`config.mk`:
```
export PLATFORM = sky130hd
export DESIGN_NAME = ping_rtt_loss_tracker_top
export DESIGN_NICKNAME = d
export VERILOG_FILES = /design/src/hdl/prlt_pkg.sv /design/src/hdl/ping_rtt_loss_tracker_top.sv /design/src/hdl/prlt_cmd_fifo.sv /design/src/hdl/prlt_engine.sv /design/src/hdl/prlt_res_fifo.sv
export SDC_FILE = /design/constraint.sdc
export NUM_CORES = 2
export LEC_CHECK = 0
export BUFFER_PORTS_ARGS = -buffer_cell sky130_fd_sc_hd__buf_2
export CAP_MARGIN = 20
export CORE_MARGIN = 2
export CORE_UTILIZATION = 30
export DETAILED_ROUTE_END_ITERATION = 12
export GPL_TIMING_DRIVEN = 0
export PLACE_DENSITY = 0.55
export SYNTH_ARGS = -nofsm -noshare
export SYNTH_HDL_FRONTEND = slang
export SYNTH_SLANG_ARGS = --single-unit
```
`constraint.sdc`:
```
create_clock -name clk -period 9.4 [get_ports clk]
set_input_delay 1.41 -clock clk [delete_from_list [all_inputs] [get_ports clk]]
set_output_delay 1.41 -clock clk [all_outputs]
set_load 0.02 [all_outputs]
```
`src/hdl/prlt_pkg.sv`:
```
`default_nettype none
// -----------------------------------------------------------------------------
// prlt_pkg: shared types and constants of the ping round-trip/loss tracker
// Item structs, opcode and status codes, register indexes.
// -----------------------------------------------------------------------------
package prlt_pkg;

	localparam logic [1:0] OP_SENT   = 2'd0;
	localparam logic [1:0] OP_RESP   = 2'd1;
	localparam logic [1:0] OP_CHECK  = 2'd2;
	localparam logic [1:0] OP_UNUSED = 2'd3;

	localparam logic [2:0] ST_RECORDED  = 3'd0;
	localparam logic [2:0] ST_IN_TIME   = 3'd1;
	localparam logic [2:0] ST_LATE      = 3'd2;
	localparam logic [2:0] ST_UNMATCHED = 3'd3;
	localparam logic [2:0] ST_NONE      = 3'd4;
	localparam logic [2:0] ST_REPORT    = 3'd5;

	localparam logic [0:0] REG_TIMEOUT = 1'd0;
	localparam logic [0:0] REG_ALARM   = 1'd1;

	localparam logic [31:0] TIMEOUT_RESET = 32'd1000000;
	localparam logic [6:0]  ALARM_RESET   = 7'd25;

	typedef struct packed {
		logic [1:0]  opcode;
		logic [31:0] sequence_req;
		logic [31:0] timestamp_us;
	} in_item_t;

	typedef struct packed {
		logic [2:0]  status;
		logic [31:0] round_trip_us;
		logic [31:0] average_rtt_us;
		logic [3:0]  in_use_count;
		logic [3:0]  lost_count;
		logic [6:0]  loss_percent;
		logic        loss_high;
	} out_item_t;

endpackage
`default_nettype wire

```
`src/hdl/ping_rtt_loss_tracker_top.sv`:
```
`default_nettype none
// -----------------------------------------------------------------------------
// ping_rtt_loss_tracker_top: ping round-trip and loss tracker
// Queue-style event input, queue-style result output, register write port.
// -----------------------------------------------------------------------------
// Events enter a two-deep queue and one sequencer handles them one at a time;
// each event gives exactly one result into a two-deep result queue. A sent
// event is recorded in the table straight away; a response compares one table
// entry a cycle; a check runs the table scan, one RTT store read a cycle, a
// one-bit-a-cycle divider for the average and a subtract loop for the loss
// percent, which is at most 100. Registers are to be written only while no
// event is in flight; the block itself does not enforce this, it is up to
// the user.
module ping_rtt_loss_tracker_top #(
	parameter int REQUEST_ENTRIES = 8,
	parameter int RTT_DEPTH       = 16
) (
	input  wire                 clk,
	input  wire                 arst_n,
	input  wire                 push,
	output logic                full,
	input  prlt_pkg::in_item_t  in_item,
	output logic                empty,
	input  wire                 pop,
	output prlt_pkg::out_item_t out_item,
	input  wire                 cfg_valid,
	output logic                cfg_ready,
	input  wire  [0:0]          cfg_index,
	input  wire  [31:0]         cfg_data
);
	logic [31:0] timeout_q;
	logic [6:0]  alarm_q;
	logic        c_avail, c_take, r_valid, r_take, r_space;
	prlt_pkg::in_item_t  c_item;
	prlt_pkg::out_item_t r_item;

	assign cfg_ready = 1'b1;
	assign r_take    = r_valid && r_space;

	always_ff @(posedge clk or negedge arst_n) begin
		if (!arst_n) begin
			timeout_q <= prlt_pkg::TIMEOUT_RESET;
			alarm_q   <= prlt_pkg::ALARM_RESET;
		end else if (cfg_valid) begin
			case (cfg_index)
				prlt_pkg::REG_TIMEOUT: timeout_q <= cfg_data;
				prlt_pkg::REG_ALARM:   alarm_q   <= cfg_data[6:0];
				default: ;
			endcase
		end
	end

	prlt_cmd_fifo u_cmd (
		.clk(clk), .arst_n(arst_n), .push(push), .full(full), .din(in_item),
		.avail(c_avail), .take(c_take), .dout(c_item)
	);

	prlt_engine #(.REQUEST_ENTRIES(REQUEST_ENTRIES), .RTT_DEPTH(RTT_DEPTH)) u_eng (
		.clk(clk), .arst_n(arst_n), .cmd_avail(c_avail), .cmd_take(c_take),
		.cmd(c_item), .timeout_us(timeout_q), .alarm_pct(alarm_q),
		.res_valid(r_valid), .res_take(r_take), .res(r_item)
	);

	prlt_res_fifo u_res (
		.clk(clk), .arst_n(arst_n), .wr(r_take), .space(r_space), .din(r_item),
		.empty(empty), .pop(pop), .dout(out_item)
	);
endmodule
`default_nettype wire

```
`src/hdl/prlt_cmd_fifo.sv`:
```
`default_nettype none
// -----------------------------------------------------------------------------
// prlt_cmd_fifo: front queue
// Two-entry queue that accepts events and hands them to the engine.
// -----------------------------------------------------------------------------
module prlt_cmd_fifo (
	input  wire                 clk,
	input  wire                 arst_n,
	input  wire                 push,
	output logic                full,
	input  prlt_pkg::in_item_t  din,
	output logic                avail,
	input  wire                 take,
	output prlt_pkg::in_item_t  dout
);
	prlt_pkg::in_item_t mem_q [2];
	logic       wp_q, rp_q;
	logic [1:0] cnt_q;
	logic       do_push, do_take;

	assign full    = cnt_q[1];
	assign avail   = cnt_q != 2'd0;
	assign dout    = mem_q[rp_q];
	assign do_push = push && !full;
	assign do_take = take && avail;

	always_ff @(posedge clk) begin
		if (do_push) begin
			mem_q[wp_q] <= din;
		end
	end

	always_ff @(posedge clk or negedge arst_n) begin
		if (!arst_n) begin
			wp_q  <= 1'b0;
			rp_q  <= 1'b0;
			cnt_q <= 2'd0;
		end else begin
			if (do_push) begin
				wp_q <= ~wp_q;
			end
			if (do_take) begin
				rp_q <= ~rp_q;
			end
			cnt_q <= cnt_q + {1'b0, do_push} - {1'b0, do_take};
		end
	end

	a_cnt_range: assert property (@(posedge clk) disable iff (!arst_n) cnt_q != 2'd3)
		else $error("queue count overflow");
	a_no_take_empty: assert property (@(posedge clk) disable iff (!arst_n)
		cnt_q == 2'd0 && !push |=> cnt_q == 2'd0)
		else $error("queue count moved without push");
	a_full_holds: assert property (@(posedge clk) disable iff (!arst_n)
		full && !take |=> full)
		else $error("full dropped without take");
endmodule
`default_nettype wire

```
`src/hdl/prlt_engine.sv`:
```
`default_nettype none
// -----------------------------------------------------------------------------
// prlt_engine: event sequencer
// Walks the request table one entry a cycle, sums the RTT store one entry a
// cycle, divides bit-serially and counts the loss percent by subtraction, then presents one result.
// -----------------------------------------------------------------------------
module prlt_engine #(
	parameter int REQUEST_ENTRIES = 8,
	parameter int RTT_DEPTH       = 16
) (
	input  wire                 clk,
	input  wire                 arst_n,
	input  wire                 cmd_avail,
	output logic                cmd_take,
	input  prlt_pkg::in_item_t  cmd,
	input  wire  [31:0]         timeout_us,
	input  wire  [6:0]          alarm_pct,
	output logic                res_valid,
	input  wire                 res_take,
	output prlt_pkg::out_item_t res
);
	localparam int RW = (REQUEST_ENTRIES > 1) ? $clog2(REQUEST_ENTRIES) : 1;
	localparam int TW = (RTT_DEPTH > 1) ? $clog2(RTT_DEPTH) : 1;
	localparam int FW = $clog2(RTT_DEPTH + 1);
	localparam int CW = $clog2(REQUEST_ENTRIES + 1);
	localparam int SW = 32 + TW + 1;
	localparam int PW = CW + 7;

	typedef enum logic [3:0] {
		S_IDLE, S_MATCH, S_PUSH, S_SCAN, S_SUM, S_DIVA, S_DIVP, S_OUT
	} state_t;

	state_t state_q;
	logic [31:0] seq_q [REQUEST_ENTRIES];
	logic [31:0] sent_q [REQUEST_ENTRIES];
	logic [REQUEST_ENTRIES-1:0] ans_q;
	logic [RW-1:0] wptr_q, idx_q;
	logic [31:0] rtt_mem [RTT_DEPTH];
	logic [TW-1:0] rptr_q;
	logic [FW-1:0] ridx_q;
	logic [FW-1:0] filled_q;
	logic [CW-1:0] used_q, lost_q;
	logic [31:0] now_q, seqin_q, rtt_q;
	logic [SW-1:0] sum_q, rem_q, quo_q;
	logic [PW-1:0] prem_q;
	logic [6:0] pquo_q;
	logic [5:0] bit_q;
	logic [31:0] rd_q;
	logic rd_v_q;
	prlt_pkg::out_item_t res_q;

	logic [31:0] age;
	logic [SW:0] rem_sh;
	logic [CW+13:0] lost100, alarm_x;
	prlt_pkg::out_item_t res_init;

	assign cmd_take  = state_q == S_IDLE && cmd_avail && !res_valid;
	assign res       = res_q;
	assign age       = now_q - sent_q[idx_q];
	assign rem_sh    = {rem_q, sum_q[SW-1]};
	assign lost100   = (CW+14)'(lost_q) * (CW+14)'(100);
	assign alarm_x   = (CW+14)'(alarm_pct) * (CW+14)'(used_q);

	always_comb begin
		res_init = '0;
		case (cmd.opcode)
			prlt_pkg::OP_SENT: res_init.status = prlt_pkg::ST_RECORDED;
			prlt_pkg::OP_RESP, prlt_pkg::OP_CHECK: ;
			default: res_init.status = prlt_pkg::ST_UNMATCHED;
		endcase
	end

	always_ff @(posedge clk) begin
		if (state_q == S_PUSH) begin
			rtt_mem[rptr_q] <= rtt_q;
		end
		rd_q <= rtt_mem[ridx_q[TW-1:0]];
	end

	always_ff @(posedge clk or negedge arst_n) begin
		if (!arst_n) begin
			state_q   <= S_IDLE;
			ans_q     <= '0;
			wptr_q    <= '0;
			rptr_q    <= '0;
			filled_q  <= '0;
			res_valid <= 1'b0;
			idx_q <= '0; ridx_q <= '0; rd_v_q <= 1'b0;
			for (int i = 0; i < REQUEST_ENTRIES; i++) begin
				seq_q[i]  <= '0;
				sent_q[i] <= '0;
			end
		end else begin
			if (res_valid && res_take) begin
				res_valid <= 1'b0;
			end
			case (state_q)
				S_IDLE: begin
					if (cmd_take) begin
						now_q   <= cmd.timestamp_us;
						seqin_q <= cmd.sequence_req;
						idx_q   <= '0;
						res_q   <= res_init;
						used_q  <= '0;
						lost_q  <= '0;
						case (cmd.opcode)
							prlt_pkg::OP_SENT: begin
								seq_q[wptr_q]  <= cmd.sequence_req;
								sent_q[wptr_q] <= cmd.timestamp_us;
								ans_q[wptr_q]  <= 1'b0;
								wptr_q <= (wptr_q == RW'(REQUEST_ENTRIES - 1)) ? '0 : wptr_q + 1'b1;
								state_q <= S_OUT;
							end
							prlt_pkg::OP_RESP: state_q <= S_MATCH;
							prlt_pkg::OP_CHECK: state_q <= S_SCAN;
							default: state_q <= S_OUT;
						endcase
					end
				end
				S_MATCH: begin
					// first unanswered entry with matching sequence wins
					if (seq_q[idx_q] == seqin_q && !ans_q[idx_q]) begin
						ans_q[idx_q] <= 1'b1;
						rtt_q <= age;
						res_q.round_trip_us <= age;
						if (age <= timeout_us) begin
							res_q.status <= prlt_pkg::ST_IN_TIME;
							state_q <= S_PUSH;
						end else begin
							res_q.status <= prlt_pkg::ST_LATE;
							state_q <= S_OUT;
						end
					end else if (idx_q == RW'(REQUEST_ENTRIES - 1)) begin
						res_q.status <= prlt_pkg::ST_UNMATCHED;
						state_q <= S_OUT;
					end else begin
						idx_q <= idx_q + 1'b1;
					end
				end
				S_PUSH: begin
					rptr_q <= (rptr_q == TW'(RTT_DEPTH - 1)) ? '0 : rptr_q + 1'b1;
					if (filled_q != FW'(RTT_DEPTH)) begin
						filled_q <= filled_q + 1'b1;
					end
					state_q <= S_OUT;
				end
				S_SCAN: begin
					if (seq_q[idx_q] != '0) begin
						used_q <= used_q + 1'b1;
						if (!ans_q[idx_q] && age > timeout_us) begin
							lost_q <= lost_q + 1'b1;
						end
					end
					if (idx_q == RW'(REQUEST_ENTRIES - 1)) begin
						ridx_q <= '0;
						rd_v_q <= 1'b0;
						sum_q  <= '0;
						state_q <= S_SUM;
					end else begin
						idx_q <= idx_q + 1'b1;
					end
				end
				S_SUM: begin
					// issue one store read a cycle; its data lands in rd_q in the next cycle
					if (used_q == '0) begin
						res_q.status <= prlt_pkg::ST_NONE;
						state_q <= S_OUT;
					end else begin
						if (rd_v_q) begin
							sum_q <= sum_q + SW'(rd_q);
						end
						if (ridx_q < filled_q) begin
							ridx_q <= ridx_q + 1'b1;
							rd_v_q <= 1'b1;
						end else begin
							rd_v_q <= 1'b0;
							if (!rd_v_q) begin
								state_q <= S_DIVA;
								rem_q <= '0;
								quo_q <= '0;
								bit_q <= 6'(SW);
							end
						end
					end
				end
				S_DIVA: begin
					if (rd_v_q) begin
						sum_q <= sum_q + SW'(rd_q);
						rd_v_q <= 1'b0;
					end else if (filled_q == '0) begin
						res_q.average_rtt_us <= '0;
						bit_q <= 6'd7;
						prem_q <= PW'(lost_q);
						pquo_q <= '0;
						state_q <= S_DIVP;
					end else if (bit_q == '0) begin
						res_q.average_rtt_us <= quo_q[31:0];
						bit_q <= 6'd7;
						prem_q <= PW'(lost_q);
						pquo_q <= '0;
						state_q <= S_DIVP;
					end else begin
						sum_q <= {sum_q[SW-2:0], 1'b0};
						if (rem_sh >= (SW+1)'(filled_q)) begin
							rem_q <= SW'(rem_sh - (SW+1)'(filled_q));
							quo_q <= {quo_q[SW-2:0], 1'b1};
						end else begin
							rem_q <= rem_sh[SW-1:0];
							quo_q <= {quo_q[SW-2:0], 1'b0};
						end
						bit_q <= bit_q - 1'b1;
					end
				end
				S_DIVP: begin
					// load lost*100, then subtract used until it drops below;
					// the count of subtractions is the percent
					if (bit_q == 6'd7) begin
						prem_q <= PW'(lost100);
						bit_q  <= 6'd6;
						pquo_q <= '0;
					end else if (prem_q >= PW'(used_q)) begin
						prem_q <= prem_q - PW'(used_q);
						pquo_q <= pquo_q + 1'b1;
					end else begin
						res_q.status       <= prlt_pkg::ST_REPORT;
						res_q.in_use_count <= 4'(used_q);
						res_q.lost_count   <= 4'(lost_q);
						res_q.loss_percent <= pquo_q;
						res_q.loss_high    <= lost100 >= alarm_x;
						state_q <= S_OUT;
					end
				end
				S_OUT: begin
					res_valid <= 1'b1;
					state_q <= S_IDLE;
				end
				default: state_q <= S_IDLE;
			endcase
		end
	end

	a_filled_max: assert property (@(posedge clk) disable iff (!arst_n)
		filled_q <= FW'(RTT_DEPTH))
		else $error("rtt fill count beyond depth");
	a_take_idle: assert property (@(posedge clk) disable iff (!arst_n)
		cmd_take |-> !res_valid)
		else $error("took event with result pending");
	a_out_valid: assert property (@(posedge clk) disable iff (!arst_n)
		state_q == S_OUT |=> res_valid)
		else $error("result not raised");
endmodule
`default_nettype wire

```
`src/hdl/prlt_res_fifo.sv`:
```
`default_nettype none
// -----------------------------------------------------------------------------
// prlt_res_fifo: result queue
// Two-entry queue between the engine and the result port.
// -----------------------------------------------------------------------------
module prlt_res_fifo (
	input  wire                  clk,
	input  wire                  arst_n,
	input  wire                  wr,
	output logic                 space,
	input  prlt_pkg::out_item_t  din,
	output logic                 empty,
	input  wire                  pop,
	output prlt_pkg::out_item_t  dout
);
	prlt_pkg::out_item_t mem_q [2];
	logic       wp_q, rp_q;
	logic [1:0] cnt_q;
	logic       do_wr, do_pop;

	assign space  = !cnt_q[1];
	assign empty  = cnt_q == 2'd0;
	assign dout   = mem_q[rp_q];
	assign do_wr  = wr && space;
	assign do_pop = pop && !empty;

	always_ff @(posedge clk) begin
		if (do_wr) begin
			mem_q[wp_q] <= din;
		end
	end

	always_ff @(posedge clk or negedge arst_n) begin
		if (!arst_n) begin
			wp_q <= 1'b0; rp_q <= 1'b0; cnt_q <= 2'd0;
		end else begin
			if (do_wr) begin
				wp_q <= ~wp_q;
			end
			if (do_pop) begin
				rp_q <= ~rp_q;
			end
			cnt_q <= cnt_q + {1'b0, do_wr} - {1'b0, do_pop};
		end
	end

	a_cnt_range: assert property (@(posedge clk) disable iff (!arst_n) cnt_q != 2'd3)
		else $error("result queue overflow");
	a_pop_moves: assert property (@(posedge clk) disable iff (!arst_n)
		do_pop && !do_wr |=> cnt_q == $past(cnt_q) - 2'd1)
		else $error("pop did not drain");
	a_wr_fills: assert property (@(posedge clk) disable iff (!arst_n)
		do_wr && !do_pop |=> cnt_q == $past(cnt_q) + 2'd1)
		else $error("write did not fill");
endmodule
`default_nettype wire
```
==> summary.md <==
| Metric | Value |
|---|---|
| CP Data Arrival Time | 9.58 ns |
| Tot Pwr | 25.4 mW |
| RD Place Congestion | 0.837 |
| Share of layout cells above drive strength 1 | 0.161 |
| Starting DRT DRC Count | 4211 |
| Crit end category | flop |
| Post-CTS resize count | 5 |
| Max FO, Critical Path | 10 |
| Root Driver | clkbuf_16 |
| Met2 Usage GRT | 0.292 |
| Port Buffers | 188 |
| Post-synth top area share | 0.456 |
| Residual DRC | 0 |
| Syn_area_per_cell | 13.8 um2 |
| RSZ-0062 raised after global routing | false |
| # setup viols final | 0 |
| Commonest non-fill, non-tap cell in the layout | edfxtp_1 |
| EDFF count, synth | 1127 |
| M3 GR Usage | 0.0266 |
| Syn Nets | 5659 |
| Crit path kind | reg -> reg |
| Worst ir drop on vdd | 156 uV |
| Async S/R FF share, synth | 0.338 |
| DR WL/cell | 23.6 um |
| WL final | 218000 um |
| PwrDens | 291 mW/mm2 |
| GR peak layer | met2 |
| Clock Latency Late Sink | 0.86 ns |
| Max-cap viol count | 0 |
| Drt pass-1 iters | 6 |
| Tcrit/Tclk final | 0.968 |
| Worst hold-check path type | reg -> reg |
| Clock tree sinks | 1751 |
| Via count | 46900 |
| Post-CTS Setup Inserts | 0 |
| Dpl cells | 8862 |
| Gr ovfl total | 0 |
| Die height | 502 um |
| CTS tree | built |
| Clock skew | 0.0735 ns |
| Antenna violations before repair | 31 |
| Layout Nets | 6128 |
| H-tree depth | 4 |
| Layout Cells excl Fill | 9229 |
| Synth Register Bits | 1751 |
| Seq/Total Area, Yosys | 0.664 |
| Clock tree buffer depth | 3 |
| Fin util | 0.354 |
| Top cells by area, synth | edfxtp_1, dfrtp_1, mux4_2 |
| Fin. Hold Viols | 0 |
| Initial Util | 0.302 |
| Largest net degree at the start of global routing | 118 |
| Vias in the first global route | 47400 |
| Register clock-pin slew on the reported worst setup and hold paths | 0.06 ns |
| Post-synthesis cell area | 0.0743 mm2 |
| Commonest non-fill, non-tap cells in the layout | edfxtp_1, dfrtp_1, nor2_1 |
| Startpoint Class | flop |
| Row count | 182 |
| P&R area growth vs syn | 17.3% |
| Post-DR vias/cell | 5.08 |
| Antenna viol nets, final | 0 |
| Least-Margin Pin Slew | 1.18 ns |
| Core area | 0.246 mm2 |
| P_leak | 32.9 nW |
| M1 GR Usage | 0.221 |
| Placed wire-length estimate | 152000 um |
| Unique masters post-synth | 98 |
| Final Critical Period | 9.10 ns |
| Rel. slew slack | 0.216 |
| Status | complete, no violations |
| Fillers | 23600 |
| Critical Path RT | 9.88 ns |
| Ys Warns | 0 |
| Post-synth top area cell | edfxtp_1 |
| Total CTS buffers | 186 |
| # IOs | 190 |
| Final design instance area without fill | 0.0871 mm2 |
| Max Freq | 110 MHz |
| Die Wd | 502 um |
| Worst setup margin | 0.300 ns |
| Global Route Usage Sum | 0.172 |
| First-pass GRT wire length | 321000 um |
| Die ar. | 0.252 mm2 |
| Placed cell area | 0.0807 mm2 |
| Post-place setup slack | -0.690 ns |
| Cells after synthesis | 5375 |
| Hold Buf Count CTS | 0 |
| Final Max Tran Viols | 0 |
| Main flop type after synthesis | edfxtp_1 |
-- worst paths after layout --
check                           depth (start not counted)      startpoint  slack, ns                  to
worst max-delay path                                   27  u_eng.idx_q[1]       0.30     u_eng.lost_q[3]
worst min-delay path                                    0   u_eng.res[33]       0.43  u_res.mem_q[0][33]
worst max register to register                         27  u_eng.idx_q[1]       0.30     u_eng.lost_q[3]
worst min register to register                          0   u_eng.res[33]       0.43  u_res.mem_q[0][33]
max in group asynchronous                               4          arst_n       7.26   u_eng.sent_q[173]
min in group asynchronous                               1          arst_n       0.49     u_eng.seq_q[23]
-- where the power goes --
group / leakage (nW) / internal, mW / switching [mW]
Sequential: 18.6 / 9.41 / 0.460
Clock: 3.03 / 4.21 / 3.19
Combinational: 11.3 / 2.86 / 5.25
-- flip-flops by register name (all words and copies together) (netlist names), 6 cells and up --
name           flops
u_eng.rtt_mem    512
u_eng.rtt_q       32
u_eng.sent_q     256
u_eng.ans_q        8
u_eng.seq_q      256
u_eng.quo_q       32
u_eng.prem_q      11
u_eng.rem_q       37
u_eng.sum_q       37
timeout_q         32
alarm_q            7
u_eng.rd_q        32
u_eng.pquo_q       7
u_eng.res         83
u_res.mem_q      166
u_eng.seqin_q     32
u_eng.bit_q        6
u_cmd.mem_q      132
u_eng.now_q       32
-- critical path: stages, from the launching register on --
cell      delay, ns
dfrtp_1        0.35
buf_2          0.25
and3b_1        0.19
clkbuf_1       0.78
clkbuf_2       0.57
clkbuf_1       0.82
a22oi_1        0.15
nand4_1        0.27
ha_1           0.23
fa_1           0.23
nor2b_1        0.07
o31a_1         0.32
o2111a_1       0.35
o211ai_1       0.27
a21oi_1        0.15
o41ai_1        0.52
o21ai_0        0.26
xor2_1         0.68
ha_1           0.24
nand4_1        0.11
nor2_1         0.15
and3_1         0.20
nand4_1        0.21
o211ai_1       0.34
o41ai_2        0.17
buf_4          0.20
nand2b_1       0.18
a211oi_2       0.46
-- synthesized netlist by cell type (32+ instances only) --
cell type	count
edfxtp_1	1127
dfrtp_1	582
nor2_1	498
a21oi_1	425
nand2_1	371
o21ai_0	319
clkbuf_1	231
inv_1	188
mux4_2	188
ha_1	165
mux2i_1	128
xnor2_1	105
mux2_2	101
and2_1	97
a22oi_1	80
and3_1	64
xor2_1	54
nor3_1	50
a21o_1	43
a221oi_1	35
dfxtp_1	32
nand3_1	32
-- area by class of cell --
cell class / instances / area [um2] / area share
Antenna cell: 2 / 5.00 / 0.0000575
Inverter: 193 / 724 / 0.00832
Clock buffer: 252 / 5140 / 0.0590
Sequential cell: 1751 / 49300 / 0.566
Clock inverter: 99 / 1080 / 0.0124
Buffer: 283 / 1190 / 0.0136
Timing Repair Buffer: 284 / 2400 / 0.0275
Multi-Input combinational cell: 3145 / 23200 / 0.267
Tap cell: 3220 / 4030 / 0.0462
-- routing by layer --
| layer | share of wire | vias to the layer above |
|---|---|---|
| li1 | - | 20900 |
| met1 | 0.41 | 24000 |
| met2 | 0.49 | 1605 |
| met3 | 0.057 | 441 |
| met4 | 0.038 | 8 |
| met5 | 0.00023 | - |
-- kinds of logic (layout without fill, tap and decap cells) --
kind of cell | count (synthesis) | count (layout) | synth area share
adders and majority gates | 180 | 180 | 0.0318
DFF | 1751 | 1751 | 0.664
xor gates and xnor gates | 159 | 159 | 0.0188
muxes | 433 | 433 | 0.0922
and+or+nand+nor | 1266 | 1266 | 0.0781
buffers and inverters | 479 | 1111 | 0.0257
other | 1 | 3 | 0.0000505
AOI/OAI and AO/OA | 1106 | 1106 | 0.0893
-- through the flow --
| stage | setup TNS [ns] | hold WS [ns] |
|---|---|---|
| final | 0 | 0.427 |
| after global routing | 0 | 0.442 |
| after CTS | 0 | 0.424 |
| after detailed placement | -3.29 | 0.430 |
| after global placement | -5962.33 | 0.425 |
| after floorplan | 0 | 0.421 |
Power figures use the tool's default switching activity.
